===== config.mk =====
export PLATFORM = sky130hd
export DESIGN_NAME = memory_latency_channel_model_unit
export DESIGN_NICKNAME = d
export VERILOG_FILES = /design/src/rtl/core/mlcm_pkg.sv /design/src/rtl/core/mlcm_ram.sv /design/src/rtl/core/mlcm_delay.sv /design/src/rtl/core/memory_latency_channel_model_unit.sv
export SDC_FILE = /design/constraint.sdc
export NUM_CORES = 1
export LEC_CHECK = 0
export ABC_AREA = 1
export BUFFER_PORTS_ARGS = -buffer_cell sky130_fd_sc_hd__buf_4
export CAP_MARGIN = 30
export CELL_PAD_IN_SITES_DETAIL_PLACEMENT = 0
export CELL_PAD_IN_SITES_GLOBAL_PLACEMENT = 1
export CORE_ASPECT_RATIO = 1.5
export CORE_MARGIN = 2
export CORE_UTILIZATION = 54
export DETAILED_ROUTE_END_ITERATION = 6
export MAX_ROUTING_LAYER = met4
export PLACE_DENSITY_LB_ADDON = 0.1
export SYNTH_ARGS = -nofsm -noshare
export SYNTH_HDL_FRONTEND = slang
export SYNTH_HIERARCHICAL = 1
export SYNTH_SLANG_ARGS = --single-unit

===== constraint.sdc =====
create_clock -name clk -period 10.5 [get_ports clk]
set_input_delay 2.1 -clock clk [delete_from_list [all_inputs] [get_ports clk]]
set_output_delay 2.1 -clock clk [all_outputs]
set_load 0.02 [all_outputs]

===== src/rtl/core/mlcm_pkg.sv =====
// shared types and constants for the memory latency channel model
// no dependencies
package mlcm_pkg;
	localparam logic [1:0] REQ_READ = 2'd0;
	localparam logic [1:0] REQ_WRITE = 2'd1;
	localparam logic [1:0] KIND_READ = 2'd0;
	localparam logic [1:0] KIND_WRITE = 2'd1;
	localparam logic [1:0] KIND_DROP = 2'd2;
	localparam logic [0:0] REG_BASE = 1'b0;
	localparam logic [0:0] REG_PER_BYTE = 1'b1;
	localparam int CD_W = 21;

	typedef struct packed {
		logic [1:0] req_type;
		logic [7:0] src;
		logic [11:0] req_size;
		logic [7:0] cache_lines;
	} req_t;

	typedef struct packed {
		logic [CD_W-1:0] countdown;
		logic [1:0] req_type;
		logic [7:0] src;
		logic [11:0] req_size;
	} slot_t;
endpackage


===== src/rtl/core/mlcm_ram.sv =====
// generic single-port-write, one-read ram with registered read
// no dependencies
module mlcm_ram #(
	parameter int WIDTH = 8,
	parameter int DEPTH = 16
) (
	input logic clk,
	input logic we,
	input logic [$clog2(DEPTH > 1 ? DEPTH : 2)-1:0] waddr,
	input logic [WIDTH-1:0] wdata,
	input logic [$clog2(DEPTH > 1 ? DEPTH : 2)-1:0] raddr,
	output logic [WIDTH-1:0] rdata
);
	logic [WIDTH-1:0] mem [DEPTH];
	always_ff @(posedge clk) begin
		if (we) begin
			mem[waddr] <= wdata;
		end
		rdata <= mem[raddr];
	end
endmodule


===== src/rtl/core/mlcm_delay.sv =====
// countdown computation for an admitted request
// depends on mlcm_pkg
module mlcm_delay import mlcm_pkg::*; (
	input logic [15:0] base_latency,
	input logic [7:0] per_byte_latency,
	input req_t req,
	output logic [CD_W-1:0] countdown
);
	logic [11:0] mult_a;
	logic [19:0] prod;
	always_comb begin
		if (req.req_type == REQ_WRITE) begin
			mult_a = {req.cache_lines, 4'b0000};
		end else begin
			mult_a = req.req_size;
		end
		prod = 20'(mult_a) * 20'(per_byte_latency);
		if (req.req_type == REQ_WRITE || req.req_type == REQ_READ) begin
			countdown = CD_W'(base_latency) + CD_W'(prod);
		end else begin
			countdown = '0;
		end
	end
endmodule


===== src/rtl/core/memory_latency_channel_model_unit.sv =====
// memory latency channel model: request fifo in ram plus slot ram
// depends on mlcm_pkg, mlcm_ram, mlcm_delay
// per item: fifo admissions, queuing of the request, a slot sweep, then the final flush;
// output stalls can hold the sweep and the flush
// throughput: one item at a time; in_ready returns once the last word has been taken
// reset: arst_n clears fifo pointers, slot count and control flags; ram contents undefined
module memory_latency_channel_model_unit import mlcm_pkg::*; #(
	parameter int QUEUE_DEPTH = 16,
	parameter int CHANNELS = 4
) (
	input logic clk,
	input logic arst_n,
	input logic cfg_we,
	input logic [0:0] cfg_index,
	input logic [15:0] cfg_data,
	input logic in_valid,
	output logic in_ready,
	input logic op,
	input logic [1:0] req_type,
	input logic [7:0] src,
	input logic [11:0] req_size,
	input logic [7:0] cache_lines,
	output logic out_valid,
	input logic out_ready,
	output logic [1:0] resp_kind,
	output logic [7:0] dest,
	output logic [11:0] resp_size,
	output logic last
);
	localparam int QA = $clog2(QUEUE_DEPTH > 1 ? QUEUE_DEPTH : 2);
	localparam int QC = $clog2(QUEUE_DEPTH + 1);
	localparam int SA = $clog2(CHANNELS > 1 ? CHANNELS : 2);
	localparam int SC = $clog2(CHANNELS + 1);

	// sequencer codes
	localparam logic [2:0] ST_IDLE = 3'd0;
	localparam logic [2:0] ST_ADMIT = 3'd1; // fifo read issued, write new slot
	localparam logic [2:0] ST_SWEEP = 3'd2; // read slot i, keep or emit
	localparam logic [2:0] ST_EMIT = 3'd3; // lets the fifo read of head settle after a push
	localparam logic [2:0] ST_DROP = 3'd4;
	localparam logic [2:0] ST_FLUSH = 3'd5; // held word leaves as last

	logic [2:0] state_q;
	logic [15:0] base_q;
	logic [7:0] per_byte_q;
	logic [QA-1:0] head_q;
	logic [QC-1:0] qcount_q;
	logic [SC-1:0] acount_q;
	logic tick_q;
	req_t req_q;
	logic pending_q; // request still to be queued
	logic [SC-1:0] idx_q; // sweep read index
	logic [SC-1:0] kept_q;
	logic rd_vld_q; // slot read data valid this cycle
	logic any_q; // a drop word has been held for this item
	logic [SC-1:0] aend_q; // slots to sweep
	// slots present before this item; only these see the tick
	logic [SC-1:0] old_cnt_q;

	// fifo ram
	logic q_we;
	logic [QA-1:0] q_waddr;
	req_t q_rdata;
	// slot ram
	logic s_we;
	logic [SA-1:0] s_waddr, s_raddr;
	slot_t s_wdata, s_rdata;
	logic [CD_W-1:0] new_cd;

	// output register with one pending word
	logic ob_v_q;
	logic [1:0] ob_kind_q;
	logic [7:0] ob_dest_q;
	logic [11:0] ob_size_q;
	logic ob_last_q;
	// held word waiting to know whether it is last
	logic hold_v_q;
	logic [1:0] hold_kind_q;
	logic [7:0] hold_dest_q;
	logic [11:0] hold_size_q;

	function automatic logic [QA-1:0] qwrap(input logic [QA:0] v);
		logic [QA:0] r;
		begin
			r = (v >= (QA+1)'(QUEUE_DEPTH)) ? v - (QA+1)'(QUEUE_DEPTH) : v;
			return r[QA-1:0];
		end
	endfunction

	mlcm_ram #(.WIDTH($bits(req_t)), .DEPTH(QUEUE_DEPTH)) u_fifo (
		.clk(clk), .we(q_we), .waddr(q_waddr), .wdata(req_q),
		.raddr(head_q), .rdata(q_rdata)
	);
	mlcm_ram #(.WIDTH($bits(slot_t)), .DEPTH(CHANNELS)) u_slots (
		.clk(clk), .we(s_we), .waddr(s_waddr), .wdata(s_wdata),
		.raddr(s_raddr), .rdata(s_rdata)
	);
	mlcm_delay u_delay (
		.base_latency(base_q), .per_byte_latency(per_byte_q),
		.req(q_rdata), .countdown(new_cd)
	);

	assign in_ready = (state_q == ST_IDLE) && !ob_v_q && !hold_v_q;
	assign out_valid = ob_v_q;
	assign resp_kind = ob_kind_q;
	assign dest = ob_dest_q;
	assign resp_size = ob_size_q;
	assign last = ob_last_q;

	// decode of current step
	logic fifo_free, can_admit, emit_now, slot_zero;
	slot_t cur_slot;
	always_comb begin
		cur_slot = s_rdata;
		// slot idx_q-1 is on the read port; newly admitted slots keep their count
		if (tick_q && (idx_q <= old_cnt_q) && cur_slot.countdown != '0) begin
			cur_slot.countdown = cur_slot.countdown - CD_W'(1);
		end
		slot_zero = (cur_slot.countdown == '0);
		fifo_free = !ob_v_q || out_ready;
		emit_now = 1'b0;
		q_we = 1'b0;
		q_waddr = qwrap({1'b0, head_q} + (QA+1)'(qcount_q));
		s_we = 1'b0;
		s_waddr = '0;
		s_wdata = cur_slot;
		s_raddr = idx_q[SA-1:0];
		can_admit = (qcount_q != '0) && (acount_q < SC'(CHANNELS));
		unique case (state_q)
			ST_ADMIT: begin
				s_we = 1'b1;
				s_waddr = acount_q[SA-1:0];
				s_wdata = '{countdown: new_cd, req_type: q_rdata.req_type,
					src: q_rdata.src, req_size: q_rdata.req_size};
			end
			ST_DROP: begin
				// queue the pending request at the tail when there is room
				if (pending_q && qcount_q < QC'(QUEUE_DEPTH)) begin
					q_we = 1'b1;
				end
			end
			ST_SWEEP: begin
				if (rd_vld_q) begin
					if (slot_zero) begin
						emit_now = 1'b1;
					end else begin
						s_we = 1'b1;
						s_waddr = kept_q[SA-1:0];
					end
				end
			end
			default: ;
		endcase
		// stalled sweep re-reads the slot it is holding
		if (state_q == ST_SWEEP && emit_now && hold_v_q && !fifo_free) begin
			s_raddr = SA'(idx_q - SC'(1));
		end
	end

	always_ff @(posedge clk or negedge arst_n) begin
		if (!arst_n) begin
			state_q <= ST_IDLE;
			base_q <= '0;
			per_byte_q <= '0;
			head_q <= '0;
			qcount_q <= '0;
			acount_q <= '0;
			tick_q <= 1'b0;
			pending_q <= 1'b0;
			idx_q <= '0;
			kept_q <= '0;
			rd_vld_q <= 1'b0;
			any_q <= 1'b0;
			aend_q <= '0;
			old_cnt_q <= '0;
			ob_v_q <= 1'b0;
			hold_v_q <= 1'b0;
		end else begin
			if (cfg_we) begin
				unique case (cfg_index)
					REG_BASE: base_q <= cfg_data;
					REG_PER_BYTE: per_byte_q <= cfg_data[7:0];
					default: ;
				endcase
			end
			if (ob_v_q && out_ready) begin
				ob_v_q <= 1'b0;
			end
			unique case (state_q)
				ST_IDLE: begin
					if (in_valid && in_ready) begin
						tick_q <= op;
						pending_q <= !op;
						req_q <= '{req_type, src, req_size, cache_lines};
						any_q <= 1'b0;
						old_cnt_q <= acount_q;
						// fifo ram already reads head_q
						if (can_admit) begin
							state_q <= ST_ADMIT;
						end else if (!op) begin
							state_q <= ST_DROP;
						end else begin
							state_q <= ST_SWEEP;
							idx_q <= '0;
							kept_q <= '0;
							aend_q <= acount_q;
							rd_vld_q <= 1'b0;
						end
					end
				end
				ST_ADMIT: begin
					// slot written this cycle
					acount_q <= acount_q + SC'(1);
					head_q <= qwrap({1'b0, head_q} + (QA+1)'(1));
					qcount_q <= qcount_q - QC'(1);
					state_q <= ST_DROP;
				end
				ST_DROP: begin
					// queue request if pending (hold a drop word when full), then more admissions, then the sweep
					if (pending_q) begin
						pending_q <= 1'b0;
						if (qcount_q >= QC'(QUEUE_DEPTH)) begin
							hold_v_q <= 1'b1;
							hold_kind_q <= KIND_DROP;
							hold_dest_q <= req_q.src;
							hold_size_q <= req_q.req_size;
							any_q <= 1'b1;
						end else begin
							qcount_q <= qcount_q + QC'(1);
						end
						state_q <= ST_EMIT;
					end else if (can_admit) begin
						state_q <= ST_ADMIT;
					end else begin
						state_q <= ST_SWEEP;
						idx_q <= '0;
						kept_q <= '0;
						aend_q <= acount_q;
						rd_vld_q <= 1'b0;
					end
				end
				ST_EMIT: begin
					// lets the fifo read of head settle after a push
					state_q <= ST_DROP;
				end
				ST_SWEEP: begin
					if (!(emit_now && hold_v_q && !fifo_free)) begin
						if (rd_vld_q) begin
							if (emit_now) begin
								if (hold_v_q) begin
									ob_v_q <= 1'b1;
									ob_kind_q <= hold_kind_q;
									ob_dest_q <= hold_dest_q;
									ob_size_q <= hold_size_q;
									ob_last_q <= 1'b0;
								end
								hold_v_q <= 1'b1;
								hold_kind_q <= (cur_slot.req_type == REQ_READ) ?
									KIND_READ : KIND_WRITE;
								hold_dest_q <= cur_slot.src;
								hold_size_q <= cur_slot.req_size;
							end else begin
								kept_q <= kept_q + SC'(1);
							end
						end
						if (idx_q < aend_q) begin
							idx_q <= idx_q + SC'(1);
							rd_vld_q <= 1'b1;
						end else begin
							rd_vld_q <= 1'b0;
							acount_q <= kept_q + ((rd_vld_q && !emit_now) ? SC'(1) : SC'(0));
							state_q <= ST_IDLE;
							if (hold_v_q || emit_now) begin
								state_q <= ST_FLUSH;
							end
						end
					end
				end
				ST_FLUSH: begin
					// final word flush: hold becomes last
					if (fifo_free) begin
						ob_v_q <= 1'b1;
						ob_kind_q <= hold_kind_q;
						ob_dest_q <= hold_dest_q;
						ob_size_q <= hold_size_q;
						ob_last_q <= 1'b1;
						hold_v_q <= 1'b0;
						state_q <= ST_IDLE;
					end
				end
				default: ;
			endcase
		end
	end
endmodule


==> Word level (Yosys, flattened, before mapping) <==
Memories as Yosys holds them, arrays and structs flattened. A register that Yosys moved wholly into a read port is not among the register bits.
Index checks and enable logic that the tools add are counted.
{ "word_totals": {"elab_cells": 248, "in_bits": 53, "ramBits": 652, "regBits": 131, "memories": 2} }
{ "classes": {"n_addsub": 13, "multipliers": 1, "reduce_logical": 52, "bitwise": 1, "magnitude_cmp": 7, "eq_ne": 22, "n_mux": 124} }
{ "memory_table": {"columns": ["memory", "depth", "word_bits", "read_ports", "rd_ports_with_merged_regs", "wr", "line_no", "source"], "rows": [
  ["u_fifo.mem", 16, 30, 1, 1, 1, "mlcm_ram.sv:14", "logic [WIDTH-1:0] mem [DEPTH];"],
  ["u_slots.mem", 4, 43, 1, 1, 1, "mlcm_ram.sv:14", null]
]} }
{ "op_table": {"columns": ["cell", "n"], "rows": [
  ["two-way mux 12 bit", 11],
  ["two-way mux 8 bit", 10],
  ["two-way mux 3 bit", 24],
  ["one-hot mux 12 bit (2 select lines)", 2],
  ["two-way mux 43 bit", 1],
  ["two-way mux 21 bit", 2],
  ["two-way mux 1 bit", 38],
  ["one-hot mux 8 bit (2 select lines)", 2],
  ["two-way mux 2 bit", 15],
  ["!= test 2 bit (second input constant)", 14],
  ["AND reduction 7 bit", 4],
  ["adder 16 x 20 -> 21 bit", 1],
  ["zero test 21 bit", 1],
  ["nonzero test 21 bit", 1],
  ["subtractor 21 x 1 -> 21 bit (second input constant)", 1],
  ["multiplier 12 x 8 -> 20 bit", 1],
  ["one-hot mux 3 bit (3 select lines)", 2],
  [">= comparator 5 bit (second input constant)", 3],
  ["one-hot mux 3 bit (5 select lines)", 1],
  ["logical AND 1 bit", 14],
  ["one-hot mux 2 bit (2 select lines)", 3],
  ["one-hot mux 3 bit (2 select lines)", 2],
  ["two-way mux 5 bit", 2],
  ["one-hot mux 5 bit (2 select lines)", 1],
  ["35 further kinds", 64]
]} }

==> Longest topological paths before layout <==
{ "logic_depth": {"ltp_word": 15, "ltp_mapped": 29, "depth_no_buf": 28} }

==> Hierarchy <==
Netlist, hierarchy kept.
{ "modules_own_cells": {"columns": ["mod", "cells_each", "seq_area_each_um2", "area_each_um2", "n_inst"], "rows": [
  ["mlcm_ram (u_fifo)", 1989, 15014.4, 21299.2, 1],
  ["mlcm_ram (u_slots)", 725, 6025.8, 8126.5, 1],
  ["memory_latency_channel_model_unit", 866, 3653.5, 7168.1, 1],
  ["mlcm_delay", 573, 0.0, 4000.1, 1]
]} }

==> Worst setup path after synthesis <==
Ideal clock, no wire load.
{ "synth_timing": {"kind": "flip-flop to flip-flop", "from": "reg idx_q[2]", "to": "mem u_slots/mem[0][0] (netlist bit), enable pin", "required_time_ns": 10.003, "stages_incl_launch_ff": 18, "path_buffers": 1, "setup_slack_ns": 4.804, "t_arrival_ns": 5.199, "path_cell_list": "dfrtp_1 > ha_1 > a21oi_1 > nand2_1 > a21oi_4 > nand2_4 > buf_6 > nand2_1 > nand2_1 > nor2_1 > nand2_1 > nor2_1 > nand3_1 > nand2_1 > inv_1 > nand2_1 > o21ai_0 > nor3_1"} }
{ "synth_rtl": {"columns": ["element", "line_no", "source"], "rows": [
  ["start: declaration", "memory_latency_channel_model_unit.sv:52", "logic [SC-1:0] idx_q;"],
  ["start signal: assignment", "memory_latency_channel_model_unit.sv:267", "idx_q <= idx_q + SC'(1);"],
  ["less-or-equal comparator 3 bit", "memory_latency_channel_model_unit.sv:116", "if (tick_q && (idx_q <= old_cnt_q) && cur_slot.countdown != '0) begin"],
  ["logical AND 1 bit (2 in series)", "memory_latency_channel_model_unit.sv:116", null],
  ["two-way mux 21 bit", "memory_latency_channel_model_unit.sv:116", null],
  ["zero test 21 bit", "memory_latency_channel_model_unit.sv:119", "slot_zero = (cur_slot.countdown == '0);"],
  ["two-way mux 2 bit", "memory_latency_channel_model_unit.sv:144", "if (slot_zero) begin"],
  ["two-way mux 2 bit", "memory_latency_channel_model_unit.sv:143", "if (rd_vld_q) begin"],
  ["one-hot mux 2 bit (2 select lines)", "memory_latency_channel_model_unit.sv:129", "unique case (state_q)"],
  ["named net s_waddr[0]", "memory_latency_channel_model_unit.sv:66", "logic [SA-1:0] s_waddr, s_raddr;"],
  ["end: declaration", "mlcm_ram.sv:14", null]
]} }
The timed path passes the listed nets, and every way through them passes these cells.

==> metrics.yaml <==
routing:
  wl_per_cell_um: 19.7
  drt_iter0_drcs: 2098
  detail-route-antenna-nets: 0
  vias: 27320
  drc_violation_count_after_routing: 0
  drt_wl_total_um: 104000
  avgViaCountPerCell: 5.18
  detailedRoute.firstPassIterationCount: 6
final_layout:
  synthToLayoutAreaGrowth_pct: 10.3
  final_layout_size_suffix_gt1_frac: 0.0845
  num_antenna_cells: 0
  n_fill_cell: 6473
  finish.instance_area_mm2: 0.0448
  final_net_count: 4400
grt:
  antenna_violations_before_repair: 1
  maximum_number_of_pins_on_one_net_before_global_route_repair: 89
  first_pass_grt_wire_length_um: 157000
  grt_pass1_vias: 26809
  gr-usage-all-layers: 0.277
  grt_overflow_total: 0
cts:
  numCtsBuffers: 81
  cts_resized: 0
  holdBufCountCts: 0
  clock-sinks: 856
  cts_tree: "yes"
  clk_latency_ps: 660
  cts_max_level: 3
  post-cts-setup-buffers: 0
  cell_chosen_for_the_clock_root: "sky130_fd_sc_hd__clkbuf_16"
  clock_tree.buffer_depth: 3
  path_clk_slew_ps: 60
sta:
  timing.slew.headroom: 0.391
  clock.fmax_mhz: 178
  setup-violations-final: 0
  grt_setup_unrepaired: "false"
  finalCritPeriodShare: 0.536
  final_hold_viol_count: 0
  tns_ps: 0
  finalClockSkew_ps: 29.5
  timing.final.crit_period_ps: 5630
  actual_transition_at_the_worst_max_transition_pin_ps: 913
  report.final.slew_viol_count: 0
status:
  outcome: "finished clean"
logic_synthesis:
  post_synthesis_instance_area_mm2: 0.0406
  fraction_of_synthesis_flops_using_an_asynchronous_set_or_reset_pin: 0.0654
  synth_fp_nets: 4347
  synth_sequential_area_ratio: 0.608
  postSynthRegisterBits: 856
  library_cells_used_by_synthesis: 49
  syn_avg_cell_area_um2: 9.77
  synthesis.instances: 4153
  number_of_synthesized_flops_with_an_enable_pin: 727
  dominantRegCellSynth: "sky130_fd_sc_hd__edfxtp_1"
  synth.yosys.warnings: 6
setup_path:
  slowest_delay_ps: 580
  crit_required_ps: 10770
  reg2reg_to: "u_slots/mem[1][34]$_DFFE_PP_"
  worst_setup_path_start_kind: "register"
  timing.reg2reg.worst_path_depth: 25
  critical_setup_path_class: "reg2reg"
  critPathMaxFanout: 15
  rr_startpoint: "u_fifo/rdata[29]$_DFF_P_"
  worstPathArrival_ps: 5900
  critPathCaptureType: "register"
  critical_path_top_delay_cell: "sky130_fd_sc_hd__fa_1"
  ff2ff_setup_slack_ps: 4870
  critical-path-top-cell-by-count: "sky130_fd_sc_hd__nand2_1"
floorplan:
  die_area_mm2: 0.0774
  rows: 123
  die_outline_height_um: 340
  area_of_the_core_region_mm2: 0.0748
  io-pin-count: 78
  start_util: 0.543
  dieWidth_um: 228
min_path:
  hold_path_class: "reg2reg"
  hold_path_depth: 0
  whs_endpoint: "dest[4]$_DFFE_PP_"
  hold_path_startpoint: "hold_dest_q[4]$_DFFE_PP_"
placed_design:
  port-buffer-count: 77
  placed_area_mm2: 0.0420
  place.gp.congestion: 0.906
  post-dp-hpwl_um: 62900
run:
  cap_violations: 0
==> per-layer routing <==
layer,share of wire,track usage,up-vias
li1,-,-,13206
met1,0.39,0.325,13168
met2,0.51,0.478,725
met3,0.046,0.0301,221
met4,0.050,0.132,0
met5,0,-,-
==> state kept, by name (all words and copies together), names as in the netlist, 4 cells and up <==
name / flops
u_fifo/mem: 480
u_slots/mem: 172
u_slots/rdata: 43
req_q: 30
u_fifo/rdata: 30
base_q: 16
hold_size_q: 12
resp_size: 12
dest: 8
hold_dest_q: 8
per_byte_q: 8
qcount_q: 5
head_q: 4
==> cell type report <==
class | count | area [um^2] | share of cell area
repair buffers | 123 | 976 | 0.0218
well taps | 1000 | 1250 | 0.0279
clock inverters | 46 | 538 | 0.0120
clock buffers | 103 | 2160 | 0.0483
multi-input cells | 2345 | 12100 | 0.271
inverters | 799 | 3020 | 0.0673
flip-flops and latches | 856 | 24700 | 0.552
==> logic make-up (layout without fill, tap and decap cells) <==
family / Yosys count / in the layout / synth area share
and+or+nand+nor: 2040 / 2040 / 0.210
xor gates and xnor gates: 23 / 23 / 0.00496
DFF: 856 / 856 / 0.608
AOI/OAI and AO/OA: 133 / 133 / 0.0185
muxes: 8 / 8 / 0.00222
adders and majority gates: 141 / 141 / 0.0579
buffers and inverters: 952 / 1071 / 0.0978
==> cell usage in the layout, fill, tap and decap left out, types with 9 or more instances in the layout <==
cell type                      n
sky130_fd_sc_hd__o21ai_0      64
sky130_fd_sc_hd__nor2_4       20
sky130_fd_sc_hd__edfxtp_1    727
sky130_fd_sc_hd__inv_1       765
sky130_fd_sc_hd__dfrtp_1      52
sky130_fd_sc_hd__inv_2        23
sky130_fd_sc_hd__nor2_2       10
sky130_fd_sc_hd__clkbuf_16    82
sky130_fd_sc_hd__nand2_1    1290
sky130_fd_sc_hd__clkinv_1     15
sky130_fd_sc_hd__buf_4       120
sky130_fd_sc_hd__ha_1         63
sky130_fd_sc_hd__xnor2_1      13
sky130_fd_sc_hd__fa_1         78
sky130_fd_sc_hd__clkbuf_1     18
sky130_fd_sc_hd__a31oi_1      12
sky130_fd_sc_hd__bufinv_16    10
sky130_fd_sc_hd__xor2_1        9
sky130_fd_sc_hd__nand3_1     489
sky130_fd_sc_hd__a21oi_1      30
sky130_fd_sc_hd__clkinv_2     18
sky130_fd_sc_hd__nor2_1      171
sky130_fd_sc_hd__nand2_2      10
sky130_fd_sc_hd__dfxtp_1      73
==> metrics by stage <==
step	cells	worst slack (ps)	util	hold WS [ps]
detailed placement	5121	4860	0.562	405
global route	5272	4520	0.599	426
global placement	5120	4880	0.562	403
floorplan	4153	4800	-	400
finish	5272	4870	0.599	419
CTS	5270	4840	0.598	417
==> cells in the mapped netlist, types with 2 or more instances <==
cell / number / area (um^2)
sky130_fd_sc_hd__a21oi_1: 30 / 150
sky130_fd_sc_hd__a21oi_2: 3 / 26.3
sky130_fd_sc_hd__a31oi_1: 12 / 75.1
sky130_fd_sc_hd__and2_1: 2 / 12.5
sky130_fd_sc_hd__buf_1: 10 / 37.5
sky130_fd_sc_hd__buf_2: 58 / 290
sky130_fd_sc_hd__buf_4: 13 / 97.6
sky130_fd_sc_hd__buf_6: 34 / 383
sky130_fd_sc_hd__clkbuf_1: 37 / 139
sky130_fd_sc_hd__clkinv_1: 8 / 30.0
sky130_fd_sc_hd__dfrtp_1: 56 / 1400
sky130_fd_sc_hd__dfxtp_1: 73 / 1460
sky130_fd_sc_hd__edfxtp_1: 727 / 21800
sky130_fd_sc_hd__fa_1: 78 / 1560
sky130_fd_sc_hd__ha_1: 63 / 788
sky130_fd_sc_hd__inv_1: 766 / 2880
sky130_fd_sc_hd__inv_2: 23 / 86.3
sky130_fd_sc_hd__mux2_2: 8 / 90.1
sky130_fd_sc_hd__nand2_1: 1290 / 4840
sky130_fd_sc_hd__nand2_2: 10 / 62.6
sky130_fd_sc_hd__nand3_1: 489 / 2450
sky130_fd_sc_hd__nand3_2: 4 / 40.0
sky130_fd_sc_hd__nand3_4: 3 / 52.6
sky130_fd_sc_hd__nand3b_1: 7 / 52.6
sky130_fd_sc_hd__nand4_1: 7 / 43.8
sky130_fd_sc_hd__nand4_2: 2 / 25.0
sky130_fd_sc_hd__nor2_1: 190 / 713
sky130_fd_sc_hd__nor2_2: 9 / 56.3
sky130_fd_sc_hd__nor2_4: 2 / 22.5
sky130_fd_sc_hd__nor3_1: 11 / 55.1
sky130_fd_sc_hd__nor3_2: 2 / 20.0
sky130_fd_sc_hd__o211ai_1: 2 / 15.0
sky130_fd_sc_hd__o21a_2: 2 / 17.5
sky130_fd_sc_hd__o21ai_0: 64 / 320
sky130_fd_sc_hd__o21ai_1: 9 / 45.0
sky130_fd_sc_hd__o21ai_2: 8 / 70.1
sky130_fd_sc_hd__or2_1: 8 / 50.1
sky130_fd_sc_hd__xnor2_1: 13 / 114
sky130_fd_sc_hd__xor2_1: 10 / 87.6
==> worst max-delay path, delay by kind of cell (launching register included) <==
family / cells / cell delay (ps)
AOI/OAI and AO/OA: 4 / 710
adders and majority gates: 5 / 2390
buffers and inverters: 7 / 570
DFF: 1 / 560
and+or+nand+nor: 9 / 1020
==> worst max-delay path by stage <==
stage	end	cells past startpoint	slack [ps]	startpoint
2_1_floorplan	u_slots/mem[0][0]$_DFFE_PP_	17	4800	idx_q[2]$_DFFE_PN0P_
3_3_place_gp	u_slots/mem[1][34]$_DFFE_PP_	25	4880	u_fifo/rdata[29]$_DFF_P_
3_5_place_dp	u_slots/mem[0][36]$_DFFE_PP_	26	4860	u_fifo/rdata[29]$_DFF_P_
4_1_cts	u_slots/mem[2][36]$_DFFE_PP_	26	4840	u_fifo/rdata[29]$_DFF_P_
5_1_grt	u_slots/mem[1][36]$_DFFE_PP_	26	4520	u_fifo/rdata[29]$_DFF_P_
6_report	u_slots/mem[1][34]$_DFFE_PP_	25	4870	u_fifo/rdata[29]$_DFF_P_
Power is not shown: default switching activity piles up to over one toggle a cycle in this logic, so the estimate is an artifact.
